**config.mk**
```make
export PLATFORM = sky130hd
export DESIGN_NAME = sliding_minute_rate_meter_unit
export DESIGN_NICKNAME = d
export VERILOG_FILES = /design/src/design/smrm_pkg.sv /design/src/design/smrm_ctrl.sv /design/src/design/smrm_dp.sv /design/src/design/sliding_minute_rate_meter_unit.sv
export SDC_FILE = /design/constraint.sdc
export NUM_CORES = 2
export LEC_CHECK = 0
export BUFFER_PORTS_ARGS = -buffer_cell sky130_fd_sc_hd__buf_4
export CORE_MARGIN = 3
export CORE_UTILIZATION = 66
export CTS_BUF_LIST = sky130_fd_sc_hd__clkbuf_8
export DETAILED_ROUTE_END_ITERATION = 6
export PLACE_DENSITY = 0.83
export SYNTH_ARGS = -nofsm -noshare
export SYNTH_HDL_FRONTEND = slang
export SYNTH_HIERARCHICAL = 1
export SYNTH_SLANG_ARGS = --single-unit
```
**constraint.sdc**
```tcl
create_clock -name clk -period 21.8 [get_ports clk]
set_clock_uncertainty 0.1 [all_clocks]
set_input_delay 6.54 -clock clk [delete_from_list [all_inputs] [get_ports clk]]
set_output_delay 6.54 -clock clk [all_outputs]
set_load 0.02 [all_outputs]
```
**src/design/smrm_pkg.sv**
```systemverilog
package smrm_pkg;

  // Fixed field widths
  localparam int COUNT_W   = 12;
  localparam int MINUTE_W  = 6;
  localparam int ELAPSED_W = 16;
  localparam int DELAY_W   = 16;
  localparam int RATE_W    = 24;
  localparam int CFG_IDX_W = 2;
  localparam int CFG_DATA_W = 24;

  localparam logic [RATE_W-1:0] RATE_MAX = {RATE_W{1'b1}};

  // Configuration register indexes
  localparam logic [CFG_IDX_W-1:0] REG_FAST_CHAR_LIMIT = 2'd0;
  localparam logic [CFG_IDX_W-1:0] REG_FAST_DELAY      = 2'd1;
  localparam logic [CFG_IDX_W-1:0] REG_SLOW_DELAY      = 2'd2;

  // Configuration reset values
  localparam logic [RATE_W-1:0]  RST_FAST_CHAR_LIMIT = 24'd1000;
  localparam logic [DELAY_W-1:0] RST_FAST_DELAY      = 16'd100;
  localparam logic [DELAY_W-1:0] RST_SLOW_DELAY      = 16'd2000;

  typedef enum logic [3:0] {
    ST_IDLE,
    ST_MOD,
    ST_CLR,
    ST_RD,
    ST_UPD,
    ST_SUM,
    ST_SUML,
    ST_DVST,
    ST_DIV,
    ST_DONE
  } state_t;

  // Controller to datapath commands
  typedef struct packed {
    logic load;
    logic mod_step;
    logic clr_start;
    logic clr_step;
    logic clr_all;
    logic upd;
    logic sum_rd;
    logic div_start;
    logic div_step;
    logic finish;
  } cmd_t;

  // Datapath to controller status
  typedef struct packed {
    logic m_ok;
    logic ela_zero;
    logic ela_long;
    logic clr_none;
    logic clr_done;
    logic sum_last;
    logic div_done;
    logic out_free;
  } sts_t;

endpackage

```
**src/design/smrm_ctrl.sv**
```systemverilog
module smrm_ctrl (
  input  logic           clk,
  input  logic           rst_n,
  input  logic           in_valid,
  output logic           in_stall,
  input  smrm_pkg::sts_t sts,
  output smrm_pkg::cmd_t cmd
);

  smrm_pkg::state_t state_r;
  smrm_pkg::state_t state_nxt;

  always_ff @(posedge clk) begin
    if (!rst_n) begin
      state_r <= smrm_pkg::ST_IDLE;
    end else begin
      state_r <= state_nxt;
    end
  end

  // Next state
  always_comb begin
    state_nxt = state_r;
    case (state_r)
      smrm_pkg::ST_IDLE: begin
        if (in_valid) state_nxt = smrm_pkg::ST_MOD;
      end
      smrm_pkg::ST_MOD: begin
        if (sts.m_ok) begin
          if (sts.ela_zero) begin
            state_nxt = smrm_pkg::ST_RD;
          end else if (sts.ela_long || sts.clr_none) begin
            state_nxt = smrm_pkg::ST_UPD;
          end else begin
            state_nxt = smrm_pkg::ST_CLR;
          end
        end
      end
      smrm_pkg::ST_CLR: begin
        if (sts.clr_done) state_nxt = smrm_pkg::ST_UPD;
      end
      smrm_pkg::ST_RD:   state_nxt = smrm_pkg::ST_UPD;
      smrm_pkg::ST_UPD:  state_nxt = smrm_pkg::ST_SUM;
      smrm_pkg::ST_SUM: begin
        if (sts.sum_last) state_nxt = smrm_pkg::ST_SUML;
      end
      smrm_pkg::ST_SUML: state_nxt = smrm_pkg::ST_DVST;
      smrm_pkg::ST_DVST: state_nxt = smrm_pkg::ST_DIV;
      smrm_pkg::ST_DIV: begin
        if (sts.div_done) state_nxt = smrm_pkg::ST_DONE;
      end
      smrm_pkg::ST_DONE: begin
        if (sts.out_free) state_nxt = smrm_pkg::ST_IDLE;
      end
      default: state_nxt = smrm_pkg::ST_IDLE;
    endcase
  end

  // Commands
  always_comb begin
    cmd      = '0;
    in_stall = 1'b1;
    case (state_r)
      smrm_pkg::ST_IDLE: begin
        in_stall = 1'b0;
        cmd.load = in_valid;
      end
      smrm_pkg::ST_MOD: begin
        if (!sts.m_ok) begin
          cmd.mod_step = 1'b1;
        end else if (!sts.ela_zero) begin
          if (sts.ela_long) begin
            cmd.clr_all = 1'b1;
          end else if (!sts.clr_none) begin
            cmd.clr_start = 1'b1;
          end
        end
      end
      smrm_pkg::ST_CLR: begin
        cmd.clr_step = !sts.clr_done;
      end
      smrm_pkg::ST_RD: ;
      smrm_pkg::ST_UPD:  cmd.upd = 1'b1;
      smrm_pkg::ST_SUM:  cmd.sum_rd = 1'b1;
      smrm_pkg::ST_SUML: ;
      smrm_pkg::ST_DVST: cmd.div_start = 1'b1;
      smrm_pkg::ST_DIV:  cmd.div_step = !sts.div_done;
      smrm_pkg::ST_DONE: cmd.finish = sts.out_free;
      default: ;
    endcase
  end

endmodule

```
**src/design/smrm_dp.sv**
```systemverilog
module smrm_dp #(
  parameter int BIN_COUNT = 60
) (
  input  logic                                clk,
  input  logic                                rst_n,
  input  smrm_pkg::cmd_t                      cmd,
  output smrm_pkg::sts_t                      sts,
  input  logic [smrm_pkg::COUNT_W-1:0]        in_char_count,
  input  logic [smrm_pkg::MINUTE_W-1:0]       in_minute_now,
  input  logic [smrm_pkg::ELAPSED_W-1:0]      in_minutes_elapsed,
  output logic                                out_valid,
  input  logic                                out_stall,
  output logic [smrm_pkg::DELAY_W-1:0]        out_send_delay,
  output logic [smrm_pkg::RATE_W-1:0]         out_chars_per_minute,
  input  logic                                cfg_we,
  input  logic [smrm_pkg::CFG_IDX_W-1:0]      cfg_index,
  input  logic [smrm_pkg::CFG_DATA_W-1:0]     cfg_wdata
);

  localparam int IW   = (BIN_COUNT > 1) ? $clog2(BIN_COUNT) : 1;
  localparam int CNTW = $clog2(BIN_COUNT + 1);
  localparam int SW   = smrm_pkg::RATE_W + IW;
  localparam int DCW  = $clog2(SW + 1);
  localparam logic [IW-1:0] LAST_IDX = IW'(BIN_COUNT - 1);
  localparam logic [smrm_pkg::MINUTE_W:0] BIN_M = (smrm_pkg::MINUTE_W + 1)'(BIN_COUNT);
  localparam logic [smrm_pkg::ELAPSED_W-1:0] BIN_E = smrm_pkg::ELAPSED_W'(BIN_COUNT);
  localparam logic [CNTW-1:0] BIN_C = CNTW'(BIN_COUNT);

  // Configuration registers
  logic [smrm_pkg::RATE_W-1:0]  limit_r;
  logic [smrm_pkg::DELAY_W-1:0] fast_r;
  logic [smrm_pkg::DELAY_W-1:0] slow_r;

  always_ff @(posedge clk) begin
    if (!rst_n) begin
      limit_r <= smrm_pkg::RST_FAST_CHAR_LIMIT;
      fast_r  <= smrm_pkg::RST_FAST_DELAY;
      slow_r  <= smrm_pkg::RST_SLOW_DELAY;
    end else if (cfg_we) begin
      case (cfg_index)
        smrm_pkg::REG_FAST_CHAR_LIMIT: limit_r <= cfg_wdata;
        smrm_pkg::REG_FAST_DELAY:      fast_r  <= cfg_wdata[smrm_pkg::DELAY_W-1:0];
        smrm_pkg::REG_SLOW_DELAY:      slow_r  <= cfg_wdata[smrm_pkg::DELAY_W-1:0];
        default: ;
      endcase
    end
  end

  // Captured item
  logic [smrm_pkg::COUNT_W-1:0]   cnt_r;
  logic [smrm_pkg::MINUTE_W-1:0]  m_r;
  logic [smrm_pkg::ELAPSED_W-1:0] ela_r;
  logic [smrm_pkg::DELAY_W-1:0]   delay_r;
  logic [smrm_pkg::RATE_W-1:0]    rate_r;
  logic [IW-1:0]                  m_idx;

  assign m_idx = m_r[IW-1:0];

  // Delay is picked from the rate left by the previous item
  always_ff @(posedge clk) begin
    if (cmd.load) begin
      cnt_r   <= in_char_count;
      m_r     <= in_minute_now;
      ela_r   <= in_minutes_elapsed;
      delay_r <= (rate_r < limit_r) ? fast_r : slow_r;
    end else if (cmd.mod_step) begin
      m_r <= m_r - BIN_M[smrm_pkg::MINUTE_W-1:0];
    end
  end

  // Minute tracking state
  logic [IW-1:0]   last_r;
  logic [IW-1:0]   first_r;
  logic            first_vld_r;
  logic [CNTW-1:0] used_r;
  logic [IW-1:0]   first_eff;
  logic [IW-1:0]   fwd_dist;

  assign first_eff = first_vld_r ? first_r : m_idx;
  assign fwd_dist = (m_idx >= first_eff) ? (m_idx - first_eff)
                                         : IW'(BIN_COUNT - 1) - (first_eff - m_idx - 1'b1);

  always_ff @(posedge clk) begin
    if (!rst_n) begin
      last_r      <= '0;
      first_r     <= '0;
      first_vld_r <= 1'b0;
      used_r      <= CNTW'(1);
    end else if (cmd.upd) begin
      first_r     <= first_eff;
      first_vld_r <= 1'b1;
      last_r      <= m_idx;
      if (used_r < BIN_C && last_r != m_idx) begin
        used_r <= CNTW'(fwd_dist) + CNTW'(1);
      end
    end
  end

  // Bin store with one valid bit per bin; an invalid bin reads as zero
  logic [smrm_pkg::RATE_W-1:0] mem [BIN_COUNT];
  logic [BIN_COUNT-1:0]        vld_r;
  logic [IW-1:0]               ptr_r;
  logic [IW-1:0]               sptr_r;
  logic [IW-1:0]               rd_addr;
  logic [smrm_pkg::RATE_W-1:0] rd_data_r;
  logic                        rd_vld_r;
  logic [smrm_pkg::RATE_W-1:0] bin_data;
  logic [smrm_pkg::RATE_W:0]   add_sum;
  logic [smrm_pkg::RATE_W-1:0] wr_data;
  logic [IW-1:0]               ptr_inc;
  logic [IW-1:0]               last_inc;

  assign rd_addr  = cmd.sum_rd ? sptr_r : m_idx;
  assign bin_data = rd_vld_r ? rd_data_r : '0;
  assign add_sum  = {1'b0, bin_data} + (smrm_pkg::RATE_W + 1)'(cnt_r);
  assign wr_data  = (ela_r != '0) ? smrm_pkg::RATE_W'(cnt_r)
                  : (add_sum[smrm_pkg::RATE_W] ? smrm_pkg::RATE_MAX
                                               : add_sum[smrm_pkg::RATE_W-1:0]);
  assign ptr_inc  = (ptr_r == LAST_IDX) ? '0 : ptr_r + 1'b1;
  assign last_inc = (last_r == LAST_IDX) ? '0 : last_r + 1'b1;

  always_ff @(posedge clk) begin
    if (cmd.upd) begin
      mem[m_idx] <= wr_data;
    end
    rd_data_r <= mem[rd_addr];
    rd_vld_r  <= vld_r[rd_addr];
  end

  always_ff @(posedge clk) begin
    if (!rst_n) begin
      vld_r <= '0;
    end else if (cmd.clr_all) begin
      vld_r <= '0;
    end else if (cmd.clr_step) begin
      vld_r[ptr_r] <= 1'b0;
    end else if (cmd.upd) begin
      vld_r[m_idx] <= 1'b1;
    end
  end

  // Clear pointer walks the skipped bins
  always_ff @(posedge clk) begin
    if (cmd.clr_start) begin
      ptr_r <= last_inc;
    end else if (cmd.clr_step) begin
      ptr_r <= ptr_inc;
    end
  end

  // Sum sweep over all bins, one read a cycle
  logic          acc_en_r;
  logic [SW-1:0] sum_r;

  always_ff @(posedge clk) begin
    if (!rst_n) begin
      acc_en_r <= 1'b0;
    end else begin
      acc_en_r <= cmd.sum_rd;
    end
  end

  always_ff @(posedge clk) begin
    if (cmd.upd) begin
      sptr_r <= '0;
      sum_r  <= '0;
    end else begin
      if (cmd.sum_rd) sptr_r <= sptr_r + 1'b1;
      if (acc_en_r) sum_r <= sum_r + SW'(bin_data);
    end
  end

  // Restoring divider, one quotient bit a cycle
  logic [CNTW-1:0] rem_r;
  logic [SW-1:0]   quo_r;
  logic [DCW-1:0]  dcnt_r;
  logic [CNTW:0]   rem_sh;
  logic [CNTW:0]   rem_diff;
  logic            q_bit;

  assign rem_sh   = {rem_r, quo_r[SW-1]};
  assign rem_diff = rem_sh - {1'b0, used_r};
  assign q_bit    = (rem_sh >= {1'b0, used_r});

  always_ff @(posedge clk) begin
    if (!rst_n) begin
      dcnt_r <= '0;
    end else if (cmd.div_start) begin
      dcnt_r <= DCW'(SW);
    end else if (cmd.div_step) begin
      dcnt_r <= dcnt_r - 1'b1;
    end
  end

  always_ff @(posedge clk) begin
    if (cmd.div_start) begin
      rem_r <= '0;
      quo_r <= sum_r;
    end else if (cmd.div_step) begin
      rem_r <= q_bit ? rem_diff[CNTW-1:0] : rem_sh[CNTW-1:0];
      quo_r <= {quo_r[SW-2:0], q_bit};
    end
  end

  // Rate and output register
  logic [smrm_pkg::RATE_W-1:0]  rate_nxt;
  logic                         out_valid_r;
  logic [smrm_pkg::DELAY_W-1:0] out_delay_r;
  logic [smrm_pkg::RATE_W-1:0]  out_rate_r;

  assign rate_nxt = (|quo_r[SW-1:smrm_pkg::RATE_W]) ? smrm_pkg::RATE_MAX
                                                    : quo_r[smrm_pkg::RATE_W-1:0];

  always_ff @(posedge clk) begin
    if (!rst_n) begin
      rate_r      <= '0;
      out_valid_r <= 1'b0;
    end else if (cmd.finish) begin
      rate_r      <= rate_nxt;
      out_valid_r <= 1'b1;
    end else if (!out_stall) begin
      out_valid_r <= 1'b0;
    end
  end

  always_ff @(posedge clk) begin
    if (cmd.finish) begin
      out_delay_r <= delay_r;
      out_rate_r  <= rate_nxt;
    end
  end

  assign out_valid            = out_valid_r;
  assign out_send_delay       = out_delay_r;
  assign out_chars_per_minute = out_rate_r;

  // Status
  always_comb begin
    sts          = '0;
    sts.m_ok     = ({1'b0, m_r} < BIN_M);
    sts.ela_zero = (ela_r == '0);
    sts.ela_long = (ela_r >= BIN_E);
    sts.clr_none = (m_idx == last_r);
    sts.clr_done = (ptr_r == m_idx);
    sts.sum_last = (sptr_r == LAST_IDX);
    sts.div_done = (dcnt_r == '0);
    sts.out_free = !out_valid_r || !out_stall;
  end

endmodule

```
**src/design/sliding_minute_rate_meter_unit.sv**
```systemverilog
// Sliding-window character rate meter for send flood control. Each input
// transfer carries a line's character count, the minute of the hour and the
// minutes since the previous send; the result transfer returns the delay to
// wait before this send (chosen from the rate left by the previous send) and
// the updated average characters per minute over the bins used so far. One
// item is processed at a time. The time from one input transfer to the next
// grows for a minute of 60 or more, for the bin read of a same-minute add,
// with the number of skipped bins when bins between minutes are cleared, and
// with output stalls. It is set by the bin store's single read port, swept
// once per item to form the sum, and by the bit-serial divider (one quotient
// bit per cycle).
// A new item is accepted while the previous result still waits in the output
// register. Configuration writes are taken at any time but must only be issued
// while the block is idle.
module sliding_minute_rate_meter_unit #(
  parameter int BIN_COUNT = 60
) (
  input  logic                               clk,
  input  logic                               rst_n,
  input  logic                               in_valid,
  output logic                               in_stall,
  input  logic [smrm_pkg::COUNT_W-1:0]       in_char_count,
  input  logic [smrm_pkg::MINUTE_W-1:0]      in_minute_now,
  input  logic [smrm_pkg::ELAPSED_W-1:0]     in_minutes_elapsed,
  output logic                               out_valid,
  input  logic                               out_stall,
  output logic [smrm_pkg::DELAY_W-1:0]       out_send_delay,
  output logic [smrm_pkg::RATE_W-1:0]        out_chars_per_minute,
  input  logic                               cfg_we,
  input  logic [smrm_pkg::CFG_IDX_W-1:0]     cfg_index,
  input  logic [smrm_pkg::CFG_DATA_W-1:0]    cfg_wdata
);

  smrm_pkg::cmd_t cmd;
  smrm_pkg::sts_t sts;

  smrm_ctrl u_ctrl (
    .clk      (clk),
    .rst_n    (rst_n),
    .in_valid (in_valid),
    .in_stall (in_stall),
    .sts      (sts),
    .cmd      (cmd)
  );

  smrm_dp #(
    .BIN_COUNT (BIN_COUNT)
  ) u_dp (
    .clk                  (clk),
    .rst_n                (rst_n),
    .cmd                  (cmd),
    .sts                  (sts),
    .in_char_count        (in_char_count),
    .in_minute_now        (in_minute_now),
    .in_minutes_elapsed   (in_minutes_elapsed),
    .out_valid            (out_valid),
    .out_stall            (out_stall),
    .out_send_delay       (out_send_delay),
    .out_chars_per_minute (out_chars_per_minute),
    .cfg_we               (cfg_we),
    .cfg_index            (cfg_index),
    .cfg_wdata            (cfg_wdata)
  );

endmodule

```
# After elaboration in Yosys (flattened, before gate mapping)
# Memory sizes are Yosys's and may differ from the RTL's. A register that Yosys moved wholly into a read port is not among the register bits.
# Cells that the tools add are included.
dict set report op_classes {
  add_sub_neg 13
  multipliers 0
  n_shift 0
  n_div 0
  muxes 58
  reduce_logical 26
  order_cmp 11
  bitwise 4
  eq_ne 24
}
# operator count
set ops {}
lappend ops {{60-bit two-way mux} 2}
lappend ops {{24-bit two-way mux} 4}
lappend ops {{60-bit bitwise AND} 1}
lappend ops {{30-bit two-way mux} 2}
lappend ops {{6-bit two-way mux} 10}
lappend ops {{60-bit inverter} 1}
lappend ops {{60-bit bitwise OR} 1}
lappend ops {{4-bit case mux with 10 select lines} 1}
lappend ops {{30-bit by 24-bit adder with 30-bit output} 1}
lappend ops {{4-bit two-way mux} 7}
lappend ops {{24-bit by 12-bit adder with 25-bit output} 1}
lappend ops {{6-bit by 1-bit adder with 6-bit output, second input constant} 4}
lappend ops {{24-bit < comparator} 1}
lappend ops {{1-bit two-way mux} 24}
lappend ops {{6-bit by 7-bit < comparator with 1-bit output, second input constant} 3}
lappend ops {{6-bit == test, second input constant} 3}
lappend ops {{6-bit subtractor} 3}
lappend ops {{4-bit by 3-bit == test with 1-bit output, second input constant} 4}
lappend ops {{16-bit by 6-bit greater-or-equal comparator with 1-bit output, second input constant} 1}
lappend ops {{16-bit zero test} 1}
lappend ops {{16-bit two-way mux} 1}
lappend ops {{16-bit nonzero test} 1}
lappend ops {{1-bit demux with 6-bit select} 2}
lappend ops {{6-bit == test} 2}
lappend ops {{32 further kinds} 55}
dict set report totals {
  latchBits 0
  regBits 339
  romBits 0
  ramBits 1440
  mem_count 1
}
# memory depth word_bits rd rd_ports_with_merged_regs wr line_no
set mem_list {}
lappend mem_list {u_dp.mem 60 24 1 1 1 smrm_dp.sv:100} ;# logic [smrm_pkg::RATE_W-1:0] mem [BIN_COUNT];

# Depth between registers and ports, before layout
dict set report logic_depth {
  ltp_word 8
  depth_mapped 18
  ltp_nobuf 14
}

# Cells and area by module
# The synthesis kept the hierarchy.
# module seq_area_each_um2 cells_each area_per_inst_um2 instances
set modules_own_cells {}
lappend modules_own_cells {smrm_dp 51689.6 6381 80370.8 1}
lappend modules_own_cells {smrm_ctrl 80.1 59 479.2 1}

# Worst setup path before layout
# Ideal clock, no wire load.
dict set report synth_path {
  path_type {input-to-reg}
  from {input port in_valid}
  to {register u_dp.m_r (netlist bit u_dp/m_idx[3]), data pin}
  n_path_buf 1
  slack_ps 13115
  setup_time_ps 260
  t_arrival_ps 8325
  path_stages 3
  path_cell_list {and3_1 -> clkbuf_1 -> mux2_2}
}
dict set report synth_between {
  elab_chain_cells 2
}
# element line_no
set synth_rtl {}
lappend synth_rtl {{start: declaration} sliding_minute_rate_meter_unit.sv:20} ;# input logic in_valid,
lappend synth_rtl {{1-bit two-way mux} smrm_ctrl.sv:63} ;# case (state_r)
lappend synth_rtl {{6-bit two-way mux} smrm_dp.sv:61} ;# if (cmd.load) begin
lappend synth_rtl {{end signal: assignment} smrm_dp.sv:63} ;# m_r <= in_minute_now;
lappend synth_rtl {{end signal: assignment} smrm_dp.sv:67} ;# m_r <= m_r - BIN_M[smrm_pkg::MINUTE_W-1:0];
lappend synth_rtl {{end: declaration} smrm_dp.sv:51} ;# logic [smrm_pkg::MINUTE_W-1:0] m_r;
# No other way between the ends.
# A chain may end at the register's enable or synchronous reset.

# Worst setup path after layout
dict set report layout_path {
  from {register u_ctrl.state_r[0]}
  to {output port in_stall}
}
dict set report layout_between {
  elab_chain_cells 2
}
# element line_no
set layout_rtl {}
lappend layout_rtl {{start: declaration} smrm_ctrl.sv:10} ;# smrm_pkg::state_t state_r;
lappend layout_rtl {{start signal: assignment} smrm_ctrl.sv:15} ;# state_r <= smrm_pkg::ST_IDLE;
lappend layout_rtl {{start signal: assignment} smrm_ctrl.sv:17} ;# state_r <= state_nxt;
lappend layout_rtl {{4-bit zero test} smrm_ctrl.sv:63}
lappend layout_rtl {{1-bit two-way mux} smrm_ctrl.sv:63}
lappend layout_rtl {{end: declaration} sliding_minute_rate_meter_unit.sv:21} ;# output logic in_stall,
# No other way between the ends.

==> out/metrics.cfg <==
[finish]
drive_above_1_share_pct=14.7
seq_area_um2=51800
layout.nets=6624
fillers=7454
synthToLayoutAreaGrowth_pct=9.61
multi_input_area_um2=26400
fin_area_um2=88600

[yosys]
synth_area_um2=80900
synth-adder-area-share_pct=1.27
synth_top_area_share_pct=58.2
syn_inst=6440
synth-edff-count=1566
synth_mux_area_share_pct=5.85
synth_seq_cells=1803
synth-xor-area-share_pct=0.899
synth_area_leaders=edfxtp_1 58%, dfxtp_1 5.9%, mux4_2 4.8%
synth-compound-area-share_pct=17.4
synth_top_area_cell=edfxtp_1
avgSynthCellArea_um2=12.6
syn-num-nets=6582
synthDistinctLibCells=107
synth_top_family_by_area=compound AO/OA/AOI/OAI gates
ys_warn_count=6
synthSimpleGateAreaFrac_pct=6.56
async_flop_share_pct=0
synth_ff_type=edfxtp_1
synth_seq_area_share_pct=64.0

[drt]
wl_per_cell_um=27.7
wl_mm=230
firstDrtPassIters=7
drtIter0Drc=9103
vias=58800
route.detailed.drc=2
ant_nets=0
viasPerCell=7.08

[flow_run]
maxCapViolCount=0

[sta]
max_freq_mhz=115
drv_slew=0
tightest_slew_ps=1270
min_period_over_period_pct=39.9
period_needed_ps=8700
rsz0062_at_grt=no
slew_headroom_pct=15.0
tns_ps=0
final-setup-viol-count=0
finalHoldViolations=0

[global_routing]
overflow=0
antenna_found_initial=11
grt_max_degree=197
track_usage_pct=35.8
first_global_vias=57300
grt_pass1_wl_mm=343

[worst_setup_path]
crit_path_start=u_ctrl/state_r[0]
arrival_ps=2060
critPathBufInv=1
timing.rr.end=u_dp/rd_data_r[23]
worstSetupStartpointType=flop
r2r_slack_ps=15060
r2r_start=u_ctrl/state_r[0]
crit_slowest_cell=dfxtp_1
critPathCaptureType=primary output
cp.required_ps=15160
path_max_fanout=15
crit_path_max_incr_delay_ps=690
crit_type=reg2out
crit_chain=nor2_1 -> nand2_1 -> buf_4
r2r_cells=13
crit_family=flip-flops

[power]
leakage_nw=29.6
powerDensity_nw_per_um2=117
vdd_ir_drop_max_v=0.000108

[cts]
cts_made_buffers=298
cts-resized-gates=0
postCtsHoldBufs=0
cts_htree_levels=5
cts_tree=yes
cts_setup_buffers=0
clk_path_buf_depth=4
clkSinkCount=1803
cts_root_buffer=clkbuf_8
clkLatencyLatePin_ps=1010
path_clk_slew_ps=60

[place]
io_buffers=106
gp_congestion=0.934
place_area_um2=83400
dpl.hpwl_mm=128

[die]
die-area_um2=127000
start_util_pct=66.9
num_rows=127
ios=107
core_um2=121000
die_y_um=356
die_w_um=356

[run_status]
violations=DRC
status=finished, violations left

[min_path]
hp-start=u_dp/delay_r[11]
holdPathEnd=u_dp/out_send_delay[11]
hold_depth=0
hold_class=reg2reg

-- metal layers --
| metal | GRT usage [%] | share of wire (%) | wire length, µm |
|---|---|---|---|
| met1 | 45.6 | 34 | 77700 |
| met4 | 22.8 | 6.9 | 15800 |
| met2 | 54.4 | 45 | 104000 |
| met5 | 0 | 0.010 | 24 |
| met3 | 10.1 | 14 | 32000 |
-- through the flow --
| step | utilization [%] | instances | hold WS (ps) | setup slack (ps) | total power, mW |
|---|---|---|---|---|---|
| finish | 73.4 | 8308 | 316 | 13100 | 10.4 |
| floorplan | - | 6440 | 300 | 13110 | 6.40 |
| global route | 73.4 | 8298 | 334 | 12980 | 10.8 |
| detailed placement | 69.0 | 7794 | 308 | 13360 | 7.60 |
| global placement | 69.0 | 7794 | 303 | 13400 | 7.49 |
| CTS | 73.4 | 8297 | 317 | 13060 | 10.3 |
-- worst register-to-register path, stage by stage, from the launching register on --
cell and delay [ps]:
dfxtp_1 690, inv_2 100, nor3_2 210, buf_4 470
buf_4 670, inv_2 420, a21boi_4 310, buf_12 570
buf_12 810, mux4_2 390, nor2_1 50, a311oi_1 940
a21oi_1 460, o21ai_0 440
-- power by group --
part | leakage (nW) | internal (mW) | switching [mW]
Combinational | 9.62 | 1.06 | 2.59
Clock | 3.05 | 1.39 | 1.30
Sequential | 17.0 | 3.95 | 0.135
-- cells in the mapped netlist, types with 12 or more instances --
library cell	number
edfxtp_1	1566
a21oi_1	755
nor2_1	523
o21ai_0	463
clkbuf_1	331
nand2_1	315
a211oi_1	278
inv_1	261
o211ai_1	244
dfxtp_1	237
mux4_2	171
o221ai_1	125
buf_2	106
nor3_1	96
nand3_1	79
ha_1	73
buf_1	67
xnor2_1	52
o31ai_1	42
o21ai_1	39
mux2_2	38
a21o_1	36
a22oi_1	36
xor2_1	31
mux2i_1	30
a32oi_1	27
a221oi_1	26
and2_1	26
a311oi_1	23
nand2b_1	23
a31oi_1	21
nor2b_1	20
nand4_1	19
and3_1	18
mux2_1	13
nor4_1	12
-- state kept, by name (all words and copies together) (netlist names), 12 cells and up --
register and count:
u_dp/cnt_r 12, u_dp/delay_r 16, u_dp/ela_r 16, u_dp/fast_r 16, u_dp/limit_r 24, u_dp/mem 1440
u_dp/out_chars_per_minute 24, u_dp/out_send_delay 16, u_dp/quo_r 30, u_dp/rate_r 24, u_dp/rd_data_r 24, u_dp/slow_r 16
u_dp/sum_r 30, u_dp/vld_r 60
-- cells in the final DEF, fill, tap and decap left out, types with 22 or more instances in the layout --
master and count:
dfxtp_1 234, a32oi_1 27, inv_1 358, nor3_1 94
o221ai_1 125, buf_4 254, o21ai_1 35, nor2_2 60
a211oi_1 277, mux2i_1 28, o21ai_0 463, clkinv_2 23
xor2_1 31, clkinv_1 59, nand3_1 79, a21o_1 36
mux2_2 38, clkbuf_8 316, o31ai_1 38, nor2_1 459
edfxtp_1 1566, and2_1 26, a22oi_1 35, a21oi_1 745
a221oi_1 26, nand2_1 315, o211ai_1 244, a311oi_1 22
mux4_2 171, xnor2_1 52, ha_1 73, nand2b_1 22
-- worst max path at each step --
stage / to / cells after the start / slack, ps
detailed placement: u_dp/m_idx[3] / 4 / 13360
finish: in_stall / 3 / 13100
global route: in_stall / 3 / 12980
CTS: in_stall / 3 / 13060
floorplan: u_dp/m_idx[3] / 3 / 13110
global placement: u_dp/m_idx[3] / 4 / 13400
-- logic make-up after synthesis --
logic type | count (synthesis)
and+or+nand+nor | 1193
adders and majority gates | 80
xor gates and xnor gates | 83
muxes | 252
DFF | 1803
AOI/OAI and AO/OA | 2240
buffers and inverters | 789
-- cell type report --
| cell class | count | share of cell area, % |
|---|---|---|
| tap | 1612 | 2.28 |
| timing repair buffer | 265 | 2.40 |
| sequential | 1803 | 58.4 |
| clock inverter | 187 | 0.991 |
| clock buffer | 316 | 4.91 |
| multi-input combinational | 3848 | 29.8 |
| antenna | 11 | 0.0311 |
| inverter | 266 | 1.13 |
Power figures use the tool's default switching activity.
